==> src/ising_pkg.sv <==
// ----------------------------------------------------------------------------
// ising_pkg
// Shared types and constants of the Ising Metropolis spin-update engine.
// ----------------------------------------------------------------------------
package ising_pkg;

  // Configuration register indexes
  localparam logic [1:0] REG_COUPLING_J = 2'd0;
  localparam logic [1:0] REG_FIELD_B    = 2'd1;
  localparam logic [1:0] REG_INV_TEMP   = 2'd2;

  // Item operation codes
  localparam logic OP_LOAD  = 1'b0;
  localparam logic OP_TRIAL = 1'b1;

  // Site read slots: center and its four neighbors
  localparam logic [2:0] SLOT_CTR   = 3'd0;
  localparam logic [2:0] SLOT_UP    = 3'd1;
  localparam logic [2:0] SLOT_DOWN  = 3'd2;
  localparam logic [2:0] SLOT_LEFT  = 3'd3;
  localparam logic [2:0] SLOT_RIGHT = 3'd4;
  localparam int unsigned NUM_SLOTS = 5;

  // Index field width and reachable lattice extent
  localparam int unsigned IDX_W   = 5;
  localparam int unsigned ADDR_W  = 2 * IDX_W;
  localparam int unsigned STORE_N = 1 << ADDR_W;
  localparam int unsigned SUM_W   = 12;

  // log2(e) in Q12
  localparam logic [12:0] LOG2E_Q12 = 13'd5909;

  // 2^(-k/16) in Q16, k = 0..16
  localparam logic [16:0] POW2_FRAC [17] = '{
    17'd65536, 17'd62757, 17'd60098, 17'd57550, 17'd55109, 17'd52773,
    17'd50535, 17'd48392, 17'd46341, 17'd44376, 17'd42495, 17'd40693,
    17'd38968, 17'd37316, 17'd35734, 17'd34219, 17'd32768
  };

  // Controller to datapath commands
  typedef struct packed {
    logic       capture;   // latch the input beat
    logic       rd_en;     // issue a spin read
    logic [2:0] rd_sel;    // which site slot to read
    logic       ev_de;     // energy change
    logic       ev_exp;    // exponent scaling
    logic       ev_log2;   // base-2 conversion
    logic       ev_mant;   // mantissa interpolation
    logic       ev_thr;    // threshold and decision
    logic       commit;    // write back, update sums, load result
  } ising_cmd_t;

  // Datapath to controller status
  typedef struct packed {
    logic clr_done;  // store initialization finished
    logic trial;     // held item is a flip trial
    logic oor;       // held site lies outside the lattice
    logic out_free;  // result register can take a new beat
  } ising_stat_t;

endpackage

==> src/ising_ctrl.sv <==
// ----------------------------------------------------------------------------
// ising_ctrl
// Sequencer: reads the site and its neighbors, steps the acceptance
// evaluation for a flip trial and commits the result.
// ----------------------------------------------------------------------------
module ising_ctrl (
  input  logic                   clk_i,
  input  logic                   rst_ni,
  input  logic                   in_valid_i,
  output logic                   in_ready_o,
  input  ising_pkg::ising_stat_t stat_i,
  output ising_pkg::ising_cmd_t  cmd_o
);

  typedef enum logic [12:0] {
    ST_IDLE = 13'b0000000000001,
    ST_RD0  = 13'b0000000000010,
    ST_RD1  = 13'b0000000000100,
    ST_RD2  = 13'b0000000001000,
    ST_RD3  = 13'b0000000010000,
    ST_RD4  = 13'b0000000100000,
    ST_CAP  = 13'b0000001000000,
    ST_E1   = 13'b0000010000000,
    ST_E2   = 13'b0000100000000,
    ST_E3   = 13'b0001000000000,
    ST_E4   = 13'b0010000000000,
    ST_E5   = 13'b0100000000000,
    ST_UPD  = 13'b1000000000000
  } state_e;

  state_e state_q, state_d;
  logic   ready;

  assign ready      = (state_q == ST_IDLE) && stat_i.clr_done;
  assign in_ready_o = ready;

  // Next state and commands
  always_comb begin
    state_d = state_q;
    cmd_o   = '0;
    unique case (state_q)
      ST_IDLE: begin
        if (in_valid_i && ready) begin
          cmd_o.capture = 1'b1;
          state_d       = ST_RD0;
        end
      end
      ST_RD0: begin
        cmd_o.rd_en  = 1'b1;
        cmd_o.rd_sel = ising_pkg::SLOT_CTR;
        state_d      = stat_i.oor ? ST_UPD : ST_RD1;
      end
      ST_RD1: begin
        cmd_o.rd_en  = 1'b1;
        cmd_o.rd_sel = ising_pkg::SLOT_UP;
        state_d      = ST_RD2;
      end
      ST_RD2: begin
        cmd_o.rd_en  = 1'b1;
        cmd_o.rd_sel = ising_pkg::SLOT_DOWN;
        state_d      = ST_RD3;
      end
      ST_RD3: begin
        cmd_o.rd_en  = 1'b1;
        cmd_o.rd_sel = ising_pkg::SLOT_LEFT;
        state_d      = ST_RD4;
      end
      ST_RD4: begin
        cmd_o.rd_en  = 1'b1;
        cmd_o.rd_sel = ising_pkg::SLOT_RIGHT;
        state_d      = ST_CAP;
      end
      ST_CAP: begin
        state_d = stat_i.trial ? ST_E1 : ST_UPD;
      end
      ST_E1: begin
        cmd_o.ev_de = 1'b1;
        state_d     = ST_E2;
      end
      ST_E2: begin
        cmd_o.ev_exp = 1'b1;
        state_d      = ST_E3;
      end
      ST_E3: begin
        cmd_o.ev_log2 = 1'b1;
        state_d       = ST_E4;
      end
      ST_E4: begin
        cmd_o.ev_mant = 1'b1;
        state_d       = ST_E5;
      end
      ST_E5: begin
        cmd_o.ev_thr = 1'b1;
        state_d      = ST_UPD;
      end
      ST_UPD: begin
        // hold until the result register is free
        if (stat_i.out_free) begin
          cmd_o.commit = 1'b1;
          state_d      = ST_IDLE;
        end
      end
      default: state_d = ST_IDLE;
    endcase
  end

  always_ff @(posedge clk_i or negedge rst_ni) begin
    if (!rst_ni) begin
      state_q <= ST_IDLE;
    end else begin
      state_q <= state_d;
    end
  end

endmodule

==> src/ising_dpath.sv <==
// ----------------------------------------------------------------------------
// ising_dpath
// Spin store, configuration, running sums and the fixed-point acceptance
// evaluation of the Metropolis engine.
// ----------------------------------------------------------------------------
module ising_dpath #(
  parameter int unsigned SIDE = 32
) (
  input  logic                   clk_i,
  input  logic                   rst_ni,
  // configuration
  input  logic                   cfg_we_i,
  input  logic [1:0]             cfg_addr_i,
  input  logic [15:0]            cfg_wdata_i,
  // item fields
  input  logic                   op_i,
  input  logic [4:0]             row_i,
  input  logic [4:0]             col_i,
  input  logic                   spin_in_i,
  input  logic [15:0]            rand_req_i,
  // result handshake
  input  logic                   out_ready_i,
  output logic                   out_valid_o,
  output logic                   accepted_o,
  output logic                   spin_out_o,
  output logic signed [11:0]     bond_sum_o,
  output logic signed [11:0]     magnetization_o,
  // control
  input  ising_pkg::ising_cmd_t  cmd_i,
  output ising_pkg::ising_stat_t stat_o
);

  localparam int unsigned AW        = ising_pkg::ADDR_W;
  localparam int unsigned SW        = ising_pkg::SUM_W;
  localparam logic [8:0]  SIDE_W    = 9'(SIDE);
  localparam int          PAIR_INIT = 2 * SIDE * (SIDE - 1);
  localparam int          SPIN_INIT = SIDE * SIDE;

  // Configuration registers
  logic signed [15:0] cfg_j_q, cfg_b_q;
  logic        [15:0] cfg_t_q;

  always_ff @(posedge clk_i or negedge rst_ni) begin
    if (!rst_ni) begin
      cfg_j_q <= 16'sd4096;
      cfg_b_q <= 16'sd0;
      cfg_t_q <= 16'd4096;
    end else if (cfg_we_i) begin
      unique case (cfg_addr_i)
        ising_pkg::REG_COUPLING_J: cfg_j_q <= cfg_wdata_i;
        ising_pkg::REG_FIELD_B:    cfg_b_q <= cfg_wdata_i;
        ising_pkg::REG_INV_TEMP:   cfg_t_q <= cfg_wdata_i;
        default: ;
      endcase
    end
  end

  // Held item
  logic        op_q, spin_in_q;
  logic [4:0]  row_q, col_q;
  logic [15:0] rand_q;

  always_ff @(posedge clk_i) begin
    if (cmd_i.capture) begin
      op_q      <= op_i;
      row_q     <= row_i;
      col_q     <= col_i;
      spin_in_q <= spin_in_i;
      rand_q    <= rand_req_i;
    end
  end

  // Site geometry
  logic oor, has_up, has_down, has_left, has_right, edge_down, edge_right;

  assign oor        = !(9'(row_q) < SIDE_W) || !(9'(col_q) < SIDE_W);
  assign has_up     = (row_q != 5'd0);
  assign has_left   = (col_q != 5'd0);
  assign has_down   = (9'(row_q) + 9'd1) < SIDE_W;
  assign has_right  = (9'(col_q) + 9'd1) < SIDE_W;
  // neighbors beyond the reachable store are never written and stay up
  assign edge_down  = (row_q == 5'd31);
  assign edge_right = (col_q == 5'd31);

  // Store initialization sweep
  logic [AW-1:0] clr_cnt_q;
  logic          clr_done_q;

  always_ff @(posedge clk_i or negedge rst_ni) begin
    if (!rst_ni) begin
      clr_cnt_q  <= '0;
      clr_done_q <= 1'b0;
    end else if (!clr_done_q) begin
      clr_cnt_q <= clr_cnt_q + AW'(1);
      if (clr_cnt_q == AW'(ising_pkg::STORE_N - 1)) begin
        clr_done_q <= 1'b1;
      end
    end
  end

  // Spin store read address
  logic [AW-1:0] raddr;

  always_comb begin
    case (cmd_i.rd_sel)
      ising_pkg::SLOT_UP:    raddr = {row_q - 5'd1, col_q};
      ising_pkg::SLOT_DOWN:  raddr = {row_q + 5'd1, col_q};
      ising_pkg::SLOT_LEFT:  raddr = {row_q, col_q - 5'd1};
      ising_pkg::SLOT_RIGHT: raddr = {row_q, col_q + 5'd1};
      default:               raddr = {row_q, col_q};
    endcase
  end

  // Spin store: one write and one registered read per cycle
  logic          store_q [ising_pkg::STORE_N];
  logic          rdata_q;
  logic          we;
  logic [AW-1:0] waddr;
  logic          wdata;
  logic          new_spin, change;

  assign we    = !clr_done_q || (cmd_i.commit && change);
  assign waddr = clr_done_q ? {row_q, col_q} : clr_cnt_q;
  assign wdata = clr_done_q ? new_spin : 1'b1;

  always_ff @(posedge clk_i) begin
    if (we) begin
      store_q[waddr] <= wdata;
    end
    rdata_q <= store_q[raddr];
  end

  // Capture read data in the cycle after its read
  logic       rd_vld_q;
  logic [2:0] rd_sel_q;
  logic       spin_q [ising_pkg::NUM_SLOTS];

  always_ff @(posedge clk_i or negedge rst_ni) begin
    if (!rst_ni) begin
      rd_vld_q <= 1'b0;
    end else begin
      rd_vld_q <= cmd_i.rd_en;
    end
  end

  always_ff @(posedge clk_i) begin
    rd_sel_q <= cmd_i.rd_sel;
    if (rd_vld_q) begin
      spin_q[rd_sel_q] <= rdata_q;
    end
  end

  // Neighbor sum, -4..4
  logic signed [3:0] v_up, v_down, v_left, v_right, nn;

  always_comb begin
    v_up    = !has_up    ? 4'sd0 : (spin_q[ising_pkg::SLOT_UP]   ? 4'sd1 : -4'sd1);
    v_left  = !has_left  ? 4'sd0 : (spin_q[ising_pkg::SLOT_LEFT] ? 4'sd1 : -4'sd1);
    v_down  = !has_down  ? 4'sd0 :
              ((edge_down || spin_q[ising_pkg::SLOT_DOWN]) ? 4'sd1 : -4'sd1);
    v_right = !has_right ? 4'sd0 :
              ((edge_right || spin_q[ising_pkg::SLOT_RIGHT]) ? 4'sd1 : -4'sd1);
    nn      = v_up + v_down + v_left + v_right;
  end

  // Stage 1: dE = 2*s*(J*nn + B), exact in Q12
  logic signed [21:0] e_c, de_c, de_q;

  assign e_c  = 22'(cfg_j_q) * 22'(nn) + 22'(cfg_b_q);
  assign de_c = spin_q[ising_pkg::SLOT_CTR] ? (e_c <<< 1) : -(e_c <<< 1);

  always_ff @(posedge clk_i) begin
    if (cmd_i.ev_de) begin
      de_q <= de_c;
    end
  end

  // Stage 2: exponent x = round(dE * inv_temp) in Q12, clamp at 16.0
  logic [35:0] p_c;
  logic [23:0] x_c;
  logic [15:0] x_q;
  logic        sat_q;

  assign p_c = 36'(de_q[19:0]) * 36'(cfg_t_q);
  assign x_c = 24'((p_c + 36'd2048) >> 12);

  always_ff @(posedge clk_i) begin
    if (cmd_i.ev_exp) begin
      x_q   <= x_c[15:0];
      sat_q <= |x_c[23:16];
    end
  end

  // Stage 3: base-2 exponent y = round(x * log2(e))
  logic [31:0] yp_c;
  logic [16:0] y_q;

  assign yp_c = 32'(x_q) * 32'(ising_pkg::LOG2E_Q12) + 32'd2048;

  always_ff @(posedge clk_i) begin
    if (cmd_i.ev_log2) begin
      y_q <= yp_c[28:12];
    end
  end

  // Stage 4: mantissa 2^(-frac) by linear interpolation
  logic [3:0]  tbl_a;
  logic [7:0]  tbl_r;
  logic [16:0] lo, hi, m_c, m_q;
  logic [24:0] dm_c;
  logic [4:0]  n_q;

  assign tbl_a = y_q[11:8];
  assign tbl_r = y_q[7:0];
  assign lo    = ising_pkg::POW2_FRAC[5'(tbl_a)];
  assign hi    = ising_pkg::POW2_FRAC[5'(tbl_a) + 5'd1];
  assign dm_c  = 25'(lo - hi) * 25'(tbl_r) + 25'd128;
  assign m_c   = lo - 17'(dm_c >> 8);

  always_ff @(posedge clk_i) begin
    if (cmd_i.ev_mant) begin
      m_q <= m_c;
      n_q <= y_q[16:12];
    end
  end

  // Stage 5: threshold and flip decision
  logic [39:0] tp_c;
  logic [16:0] thr_c;
  logic        de_le0, flip_c, flip_q;

  assign tp_c   = (40'(m_q) << 16) - 40'(m_q) + (40'd1 << (6'(n_q) + 6'd15));
  assign thr_c  = 17'(tp_c >> (6'(n_q) + 6'd16));
  assign de_le0 = de_q[21] || (de_q == '0);
  assign flip_c = de_le0 || (!sat_q && (17'(rand_q) < thr_c));

  always_ff @(posedge clk_i) begin
    if (cmd_i.ev_thr) begin
      flip_q <= flip_c;
    end
  end

  // Commit: spin change and incremental sums
  logic                 old_spin;
  logic signed [SW-1:0] pair_q, spin_tot_q, pair_new, spin_new, nn2;

  assign old_spin = spin_q[ising_pkg::SLOT_CTR];
  assign new_spin = (op_q == ising_pkg::OP_TRIAL) ? !old_spin : spin_in_q;
  assign change   = !oor && (new_spin != old_spin) &&
                    ((op_q == ising_pkg::OP_LOAD) || flip_q);
  assign nn2      = SW'(nn) <<< 1;
  assign pair_new = pair_q + (new_spin ? nn2 : -nn2);
  assign spin_new = spin_tot_q + (new_spin ? SW'(2) : -SW'(2));

  always_ff @(posedge clk_i or negedge rst_ni) begin
    if (!rst_ni) begin
      pair_q     <= SW'(PAIR_INIT);
      spin_tot_q <= SW'(SPIN_INIT);
    end else if (cmd_i.commit && change) begin
      pair_q     <= pair_new;
      spin_tot_q <= spin_new;
    end
  end

  // Result register
  logic                 out_valid_q, acc_q, sout_q;
  logic signed [SW-1:0] bond_q, mag_q;

  always_ff @(posedge clk_i or negedge rst_ni) begin
    if (!rst_ni) begin
      out_valid_q <= 1'b0;
    end else if (cmd_i.commit) begin
      out_valid_q <= 1'b1;
    end else if (out_ready_i) begin
      out_valid_q <= 1'b0;
    end
  end

  always_ff @(posedge clk_i) begin
    if (cmd_i.commit) begin
      acc_q  <= !oor && (op_q == ising_pkg::OP_TRIAL) && flip_q;
      sout_q <= oor ? 1'b0 : (change ? new_spin : old_spin);
      bond_q <= change ? pair_new : pair_q;
      mag_q  <= change ? spin_new : spin_tot_q;
    end
  end

  assign out_valid_o     = out_valid_q;
  assign accepted_o      = acc_q;
  assign spin_out_o      = sout_q;
  assign bond_sum_o      = bond_q;
  assign magnetization_o = mag_q;

  // Status
  assign stat_o.clr_done = clr_done_q;
  assign stat_o.trial    = (op_q == ising_pkg::OP_TRIAL);
  assign stat_o.oor      = oor;
  assign stat_o.out_free = !out_valid_q || out_ready_i;

endmodule

==> src/ising_metropolis_spin_update.sv <==
// One item at a time: a load and a flip trial each pass through five reads of the
// spin store's single read port, and a trial also through the five-step acceptance
// evaluation; a site outside the lattice skips the neighbor reads and the evaluation.
// After reset the store is initialized to all spins up by a sweep over its 1024
// addresses; items are taken only once it ends, while configuration writes are
// taken at once.
// ----------------------------------------------------------------------------
// ising_metropolis_spin_update
// Metropolis spin-update engine for a 2D Ising lattice with open boundaries.
// ----------------------------------------------------------------------------
module ising_metropolis_spin_update #(
  parameter int unsigned SIDE = 32
) (
  input  logic        clk_i,
  input  logic        rst_ni,
  // configuration write port
  input  logic        cfg_we_i,
  input  logic [1:0]  cfg_addr_i,
  input  logic [15:0] cfg_wdata_i,
  // input stream
  input  logic        s_axis_tvalid,
  output logic        s_axis_tready,
  input  logic [31:0] s_axis_tdata,  // row[4:0], col[9:5], spin_in[10], rand_req[26:11]
  input  logic        s_axis_tuser,  // op[0]
  // result stream
  output logic        m_axis_tvalid,
  input  logic        m_axis_tready,
  output logic [31:0] m_axis_tdata   // accepted[0], spin_out[1], bond_sum[13:2],
                                     // magnetization[25:14]
);

  ising_pkg::ising_cmd_t  cmd;
  ising_pkg::ising_stat_t stat;

  logic              accepted, spin_out;
  logic signed [11:0] bond_sum, magnetization;

  ising_ctrl u_ctrl (
    .clk_i      (clk_i),
    .rst_ni     (rst_ni),
    .in_valid_i (s_axis_tvalid),
    .in_ready_o (s_axis_tready),
    .stat_i     (stat),
    .cmd_o      (cmd)
  );

  ising_dpath #(
    .SIDE (SIDE)
  ) u_dpath (
    .clk_i           (clk_i),
    .rst_ni          (rst_ni),
    .cfg_we_i        (cfg_we_i),
    .cfg_addr_i      (cfg_addr_i),
    .cfg_wdata_i     (cfg_wdata_i),
    .op_i            (s_axis_tuser),
    .row_i           (s_axis_tdata[4:0]),
    .col_i           (s_axis_tdata[9:5]),
    .spin_in_i       (s_axis_tdata[10]),
    .rand_req_i      (s_axis_tdata[26:11]),
    .out_ready_i     (m_axis_tready),
    .out_valid_o     (m_axis_tvalid),
    .accepted_o      (accepted),
    .spin_out_o      (spin_out),
    .bond_sum_o      (bond_sum),
    .magnetization_o (magnetization),
    .cmd_i           (cmd),
    .stat_o          (stat)
  );

  // Pack the result beat
  assign m_axis_tdata = {6'd0, magnetization, bond_sum, spin_out, accepted};

endmodule

==> config.mk <==
export PLATFORM = sky130hd
export DESIGN_NAME = ising_metropolis_spin_update
export DESIGN_NICKNAME = d
export VERILOG_FILES = /design/src/ising_pkg.sv /design/src/ising_ctrl.sv /design/src/ising_dpath.sv /design/src/ising_metropolis_spin_update.sv
export SDC_FILE = /design/constraint.sdc
export NUM_CORES = 2
export LEC_CHECK = 0
export BUFFER_PORTS_ARGS = -buffer_cell sky130_fd_sc_hd__buf_2
export CORE_MARGIN = 4
export CORE_UTILIZATION = 50
export DETAILED_ROUTE_END_ITERATION = 7
export MAX_ROUTING_LAYER = met4
export PLACE_DENSITY_LB_ADDON = 0.3
export SYNTH_ARGS = -nofsm -noshare
export SYNTH_HDL_FRONTEND = slang
export SYNTH_SLANG_ARGS = --single-unit
==> constraint.sdc <==
create_clock -name clk_i -period 15.85 [get_ports clk_i]
set_input_delay 2.3775 -clock clk_i [delete_from_list [all_inputs] [get_ports clk_i]]
set_output_delay 2.3775 -clock clk_i [all_outputs]
set_load 0.05 [all_outputs]
**After elaboration in Yosys (flattened, before gate mapping)**

Memory sizes are Yosys's and may differ from the RTL's. A register that Yosys moved wholly into a read port is not among the register bits.
Index checks and enable logic that the tools add are counted.

- Register bits after elaboration: 234
- Bits in writable memories: 1029
- Memory bits (read-only): 1088
- Input port bits: 56
- Output and inout port bits: 34
- Logic and storage cells: 167
- Memories kept: 4

Memory list:

| name | depth | bits a word | read ports | clocked after memory_dff | wr ports | line | text |
|---|---|---|---|---|---|---|---|
| u_dpath.store_q | 1024 | 1 | 1 | 1 | 1 | ising_dpath.sv:115 | `logic store_q [ising_pkg::STORE_N];` |
| (name not given) | 32 | 17 | 1 | 0 | 0 | ising_dpath.sv:215 | `assign lo = ising_pkg::POW2_FRAC[5'(tbl_a)];` |
| (name not given) | 32 | 17 | 1 | 0 | 0 | ising_dpath.sv:216 | `assign hi = ising_pkg::POW2_FRAC[5'(tbl_a) + 5'd1];` |
| u_dpath.spin_q | 5 | 1 | 5 | 0 | 1 | ising_dpath.sv:136 | `logic spin_q [ising_pkg::NUM_SLOTS];` |

- Add/sub/neg operators: 25
- Multiply operators: 4
- Order comparisons: 5
- Equality and inequality tests: 25
- Shift operators: 2
- Multiplexer cells: 44
- Bitwise gates (word level): 3
- Reductions and logical operators: 27

Operator list:

| operator | count |
|---|---|
| 13-bit one-hot mux with 13 select lines | 1 |
| 17-bit 2-to-1 mux | 4 |
| 12-bit 2-to-1 mux | 4 |
| 40-bit adder | 1 |
| 10-bit one-hot mux with 4 select lines | 1 |
| 1-bit by 6-bit << shifter with 40-bit output (first input constant) | 1 |
| 40-bit by 6-bit right shift with 17-bit output | 1 |
| 13-bit 2-to-1 mux | 3 |
| 36-bit by 12-bit adder with 36-bit output (second input constant) | 1 |
| 20-bit by 16-bit multiplier with 36-bit output | 1 |
| 33-bit by 17-bit subtractor with 34-bit output | 1 |
| 4-bit 2-to-1 mux | 8 |
| 29-bit by 12-bit adder with 29-bit output (second input constant) | 1 |
| 16-bit by 13-bit multiplier with 29-bit output (second input constant) | 1 |
| 25-bit by 8-bit adder with 25-bit output (second input constant) | 1 |
| 25-bit by 8-bit multiplier with 25-bit output | 1 |
| 12-bit adder | 2 |
| 22-bit zero test | 1 |
| 22-bit 2-to-1 mux | 1 |
| 22-bit negator | 1 |
| 20-bit by 16-bit adder with 21-bit output | 1 |
| 16-bit by 4-bit multiplier with 20-bit output | 1 |
| 1-bit 2-to-1 mux | 20 |
| 4-bit one-hot mux with 5 select lines | 1 |
| 48 further kinds | 76 |

**Longest topological paths before layout**

- Word-level depth: 11
- Gate-level depth with buffers: 48
- Gate-level depth less buffers: 45

**Modules after synthesis**

From an unflattened synthesis, not the netlist that was laid out.

- Cell total of the unflattened synthesis: 7193
- Area, all modules: 82326.5 um^2

Modules (own cells, without submodules):

| module | times used | cells an instance | area each (um^2) | sequential area each (um^2) |
|---|---|---|---|---|
| ising_dpath | 1 | 7093 | 81410.6 | 36970.5 |
| ising_ctrl | 1 | 91 | 852.1 | 326.6 |
| ising_metropolis_spin_update | 1 | 9 | 63.8 | 0.0 |

**Worst setup path after synthesis**

Ideal clock, no wire load.

- Kind: register to register
- From: reg u_dpath.op_q
- To: mem u_dpath.store_q[0], data pin
- Library setup time: 2.684 ns
- Arrival time: 12.878 ns
- Data required time: 13.166 ns
- Slack: 0.288 ns
- Stages on the path, launching flop included: 4
- Buffers on the path: 1
- Clock period less this slack: 15.562 ns
- Path through: edfxtp_1 -> mux2i_1 -> clkbuf_1 -> nand2_1

- Word-level cells in the longest chain between the ends: 2

Ends and longest elaborated chain:

| item | line | text |
|---|---|---|
| start, declared | ising_dpath.sv:59 | `logic op_q, spin_in_q;` |
| start signal, assigned | ising_dpath.sv:65 | `op_q <= op_i;` |
| 1-bit 2-to-1 mux | ising_dpath.sv:248 | `assign new_spin = (op_q == ising_pkg::OP_TRIAL) ? !old_spin : spin_in_q;` |
| 1-bit 2-to-1 mux | ising_dpath.sv:124 | `assign wdata = clr_done_q ? new_spin : 1'b1;` |
| net u_dpath.wdata | ising_dpath.sv:119 | `logic wdata;` |
| end, declared | ising_dpath.sv:115 |  |

The timed path passes the listed nets, and every way through them passes these cells.

**Worst setup path in the final report**

- From: reg u_dpath.y_q[8]
- To: reg u_dpath.m_q[16], data pin

- Word-level cells in the longest chain between the ends: 9
- Elaborated cells on any way between the ends: 13
- Those cells by class: add/sub (4); mul (1); mux (4); bitwise (2); memory (2)

Ends and longest elaborated chain:

| item | line | text |
|---|---|---|
| start, declared | ising_dpath.sv:196 | `logic [16:0] y_q;` |
| start signal, assigned | ising_dpath.sv:202 | `y_q <= yp_c[28:12];` |
| 4-bit by 1-bit adder with 5-bit output | ising_dpath.sv:216 |  |
| 5-bit NOT with 6-bit output (not written as such) | ising_dpath.sv:216 |  |
| memory read 32 x 17 bit | - |  |
| 17-bit 2-to-1 mux (not written as such) (2 in series) | ising_dpath.sv:216 |  |
| 17-bit by 17-bit subtractor with 18-bit output | ising_dpath.sv:217 | `assign dm_c = 25'(lo - hi) * 25'(tbl_r) + 25'd128;` |
| 25-bit by 8-bit multiplier with 25-bit output | ising_dpath.sv:217 |  |
| 25-bit by 8-bit adder with 25-bit output | ising_dpath.sv:217 |  |
| 17-bit subtractor * | ising_dpath.sv:218 | `assign m_c = lo - 17'(dm_c >> 8);` |
| net u_dpath.m_c[16] | ising_dpath.sv:209 | `logic [16:0] lo, hi, m_c, m_q;` |
| end signal, assigned | ising_dpath.sv:222 | `m_q <= m_c;` |
| end, declared | ising_dpath.sv:209 |  |

Mark *: on every way through the listed nets, which the timed path passes. The rest lies on a longest branch. The select of a mux whose other input is x is not followed.
A chain may end at the register's enable or synchronous reset.

==> flow_results.org <==
** CTS
- Clock tree synthesis found a total of 1,259 sinks.
- CTS max path bufs :: 3
- CTS tree :: built
- The number of hold buffers added after CTS was 0.
- After clock tree synthesis, the repair step resized 0 gates.
- In this run, CTS created clock tree buffers numbering around 140.
- H-tree lvl count :: 4
- Root buffer cell :: sky130_fd_sc_hd__clkbuf_16
- The number of setup buffers added after CTS is 0.
- Clock Pin Slew Worst Setup and Hold Paths :: around 0.06 ns
- For the worst-skew pair, the clock arrives at the later sink with an insertion delay of about 0.78 ns.

** STA
- Share of the clock period used by the worst path :: about three quarters
- Max-slew violation count :: 0
- Count of endpoints failing hold in the final timing report :: 0
- Summed over all failing endpoints, the final setup total negative slack is 0 ns.
- Maximum clock frequency :: between 80 and 90 MHz
- Fin crit period :: ~12 ns
- Setup violations remaining at the end of the flow were counted as 0.
- Setup repair after global routing left no endpoint under its margin.
- For the pin with the worst max-slew slack, the measured transition is between 1 and 1.5 ns.
- Between clock sinks in the finished design, the worst skew comes to approximately 0.047 ns.
- In this run the tightest slew margin relative to its limit is between 10 and 15%.

** Die
- Placement row count :: 153
- The core region is roughly 170,000 µm².
- The die is about 430 µm wide.
- Die height :: around 430 µm
- Top-level I/O count :: 90
- Die Outline Area :: around 180,000 µm²
- For this configuration, the core starts out at a cell density of 50.4%.

** Detailed routing
- Routed WL :: between 200,000 and 250,000 µm
- The first TritonRoute pass finished after 8 iterations.
- Detailed routing inserted a total of 65,995 vias.
- In the routed layout, each cell is associated on average with a via count of between 6 and 7.
- Antenna-violating nets left :: 0
- Residual DRC count :: 0
- The first routing iteration left 7,518 violations.
- Average wire per standard cell :: approximately 23 µm

** Worst setup path
- The worst register-to-register path begins at u_dpath.y_q[8].
- STA classifies the critical path startpoint as a register.
- Data on the critical path is required at its endpoint by 16.36 ns.
- Of all nets on the critical path, the largest fanout is 16.
- Measured in cells, the most critical reg-to-reg path has a length of 41.
- The setup check on the worst reg-to-reg path leaves a slack of ~4.3 ns.
- R2R Path End :: u_dpath.m_q[16]
- Peak per-stage delay on the critical path :: roughly 0.73 ns
- CP arrival :: ~12 ns
- Cell at the slowest stage of the critical path :: sky130_fd_sc_hd__edfxtp_1
- STA classifies the critical path endpoint as a register.
- Type of the setup path with the least slack :: register to register

** Placement
- Detailed placement finished with a half-perimeter wire length of 149,000 µm.
- Routability Congestion :: between 0.8 and 0.9
- During placement, the flow inserted port buffers numbering 76.

** Finish
- Measured on the finished design, the core utilization comes to between 50 and 60%.
- For this run, the post-layout net count is about 9,200.
- In the final layout, the share of cells above drive strength 1 is about 6.8%.
- Area added between synthesis and finish :: 7.19%
- Most frequent standard cell in the layout excluding fill and tap cells :: sky130_fd_sc_hd__nor2_1
- In the layout the commonest cells are 1,309 x sky130_fd_sc_hd__nor2_1, 1,159 x sky130_fd_sc_hd__edfxtp_1, 720 x sky130_fd_sc_hd__inv_1, 522 x sky130_fd_sc_hd__and2_1, 466 x sky130_fd_sc_hd__fa_1.

** Power and ir drop
- For this design the static power due to leakage is between 0.03 and 0.04 µW.
- P per Cell Area :: roughly 120 nW/µm²
- IR analysis of the VDD net gives a maximum drop of 0.294 mV.
- Overall power consumption after layout is estimated at 11,400 µW.

** Logic synthesis
- Synthesized netlist cell count :: between 8,000 and 9,000
- Top flip-flop cell by instance count after synthesis :: sky130_fd_sc_hd__edfxtp_1
- Post-synthesis sequential area ratio :: 42.5%
- The cell area that synthesis handed to floorplanning was just under 90,000 µm².
- During synthesis, Yosys emitted a total of 0 warnings.
- In the synthesized netlist the async set-or-reset flop fraction comes to approximately 7.6%.
- After synthesis, the mean cell area works out to between 10 and 15 µm².
- Number of different library cells in the post-synthesis netlist :: between 90 and 100
- After synthesis the netlist holds a flip-flop and latch count of around 1,300.
- Counting flops with a built-in enable in the synthesized netlist gives 1,159.

** Worst hold path
- Worst hold-check path type :: register to register
- Sink of the worst hold path :: u_dpath.n_q[4]
- Hold Crit Start :: u_dpath.y_q[16]
- Cell count of the worst hold path :: 0

** Global route
- Wire length of the first global-routing pass :: between 300,000 and 400,000 µm
- Summed over all layers, the global routing overflow is 0.
- For this run, the total global-route usage over all layers was measured as 27.3%.
- Maximum number of pins on one net before global-route repair :: 294
- Vias in the first global route :: roughly 65,000
- The initial antenna violation count came to 12.

** Run status
- Status :: finished clean

** Job
- The tool flagged a number of max-cap violations equal to 0.
-- power breakdown --
part           switching, µW  internal (µW)  leakage [µW]  total [µW]
logic                   2410           1990        0.0215        4410
clock network           1380           1730       0.00208        3100
registers               67.4           3840       0.00884        3910
total                   3860           7560        0.0324       11400
-- worst max path at each step --
stage | from | slack [ns] | end | cells past startpoint
after floorplan | u_dpath.op_q | 0.29 | u_dpath.store_q[0] | 3
after global placement | u_dpath.y_q[8] | 4.49 | u_dpath.m_q[16] | 41
after detailed placement | u_dpath.y_q[8] | 4.43 | u_dpath.m_q[16] | 41
after CTS | u_dpath.y_q[8] | 4.37 | u_dpath.m_q[16] | 41
after global routing | u_dpath.y_q[8] | 3.50 | u_dpath.m_q[16] | 40
final | u_dpath.y_q[8] | 4.26 | u_dpath.m_q[16] | 41
-- per-stage QoR --
stage                     cells  worst slack (ns)  hold slack, ns  area [µm²]
after global routing      10663              3.50           0.430       94100
after detailed placement  10406              4.43           0.410       89700
after floorplan            8535             0.288           0.400       87800
final                     10665              4.26           0.420       94100
after CTS                 10654              4.37           0.423       94000
after global placement    10406              4.49           0.405       89700
-- cell type report --
class | instances | area (µm²)
diodes | 11 | 27.5
well taps | 2325 | 2910
flip-flops and latches | 1259 | 37300
multi-input cells | 5915 | 45500
fillers | 15250 | 80100
clock inverters | 59 | 582
repair buffers | 181 | 1260
inverters | 726 | 2730
clock buffers | 189 | 3750
-- cell families after synthesis --
family / after synthesis / share of synthesized area, %
flip-flops: 1259 / 42.5
AND/OR/NAND/NOR: 2778 / 14.6
AO/OA/AOI/OAI: 1549 / 12.5
buffers and inverters: 1361 / 6.07
XOR/XNOR: 217 / 2.17
multiplexers: 430 / 5.08
adder cells (fa/ha/maj): 919 / 17.1
other: 1 / 0.00427
-- cells in the mapped netlist (50+ instances only) --
cell / n / share of area [%]
sky130_fd_sc_hd__a2111oi_0: 260 / 2.6
sky130_fd_sc_hd__a21o_1: 68 / 0.58
sky130_fd_sc_hd__a21oi_1: 183 / 1.0
sky130_fd_sc_hd__a31oi_1: 254 / 1.8
sky130_fd_sc_hd__and2_1: 524 / 3.7
sky130_fd_sc_hd__buf_2: 71 / 0.40
sky130_fd_sc_hd__clkbuf_1: 509 / 2.2
sky130_fd_sc_hd__dfrtp_1: 87 / 2.5
sky130_fd_sc_hd__edfxtp_1: 1159 / 40
sky130_fd_sc_hd__fa_1: 467 / 11
sky130_fd_sc_hd__ha_1: 452 / 6.4
sky130_fd_sc_hd__inv_1: 721 / 3.1
sky130_fd_sc_hd__mux2_2: 100 / 1.3
sky130_fd_sc_hd__mux2i_1: 325 / 3.7
sky130_fd_sc_hd__nand2_1: 454 / 1.9
sky130_fd_sc_hd__nand2b_1: 50 / 0.36
sky130_fd_sc_hd__nand3_1: 116 / 0.66
sky130_fd_sc_hd__nor2_1: 1312 / 5.6
sky130_fd_sc_hd__nor3_1: 112 / 0.64
sky130_fd_sc_hd__o211ai_1: 74 / 0.63
sky130_fd_sc_hd__o21ai_0: 237 / 1.4
sky130_fd_sc_hd__o221ai_1: 134 / 1.3
sky130_fd_sc_hd__o22ai_1: 57 / 0.41
sky130_fd_sc_hd__xnor2_1: 154 / 1.5
sky130_fd_sc_hd__xor2_1: 63 / 0.63
-- metal layers --
| metal | vias to the layer above | wire, µm | global-route usage [%] | share of wire, % |
|---|---|---|---|---|
| met4 | 0 | 9920 | 9.79 | 4.1 |
| met1 | 32906 | 99500 | 36.2 | 41 |
| met3 | 582 | 23300 | 4.75 | 9.5 |
| li1 | 29488 | - | - | - |
| met5 | - | 0 | - | 0 |
| met2 | 3019 | 112000 | 42.5 | 46 |
-- state kept, by name, indices dropped and copies added (netlist names), 13 cells and up --
name and flops:
u_dpath.store_q 1024, u_dpath.cfg_j_q 16, u_dpath.cfg_b_q 16, u_dpath.cfg_t_q 16
u_dpath.y_q 17, u_dpath.m_q 17, u_dpath.x_q 16, u_dpath.de_q 21
u_dpath.rand_q 16, u_ctrl.state_q 13
-- critical path, delay by kind of cell, from the launching register on --
kind | cells | cell delay (ns)
compound gates | 15 | 3.50
xor+xnor | 5 | 1.12
fa+ha+maj | 9 | 4.11
buf+inv | 4 | 0.52
flops | 1 | 0.73
mux | 1 | 0.28
simple gates | 7 | 1.04
Note: power is estimated with default switching activity, not from simulation.
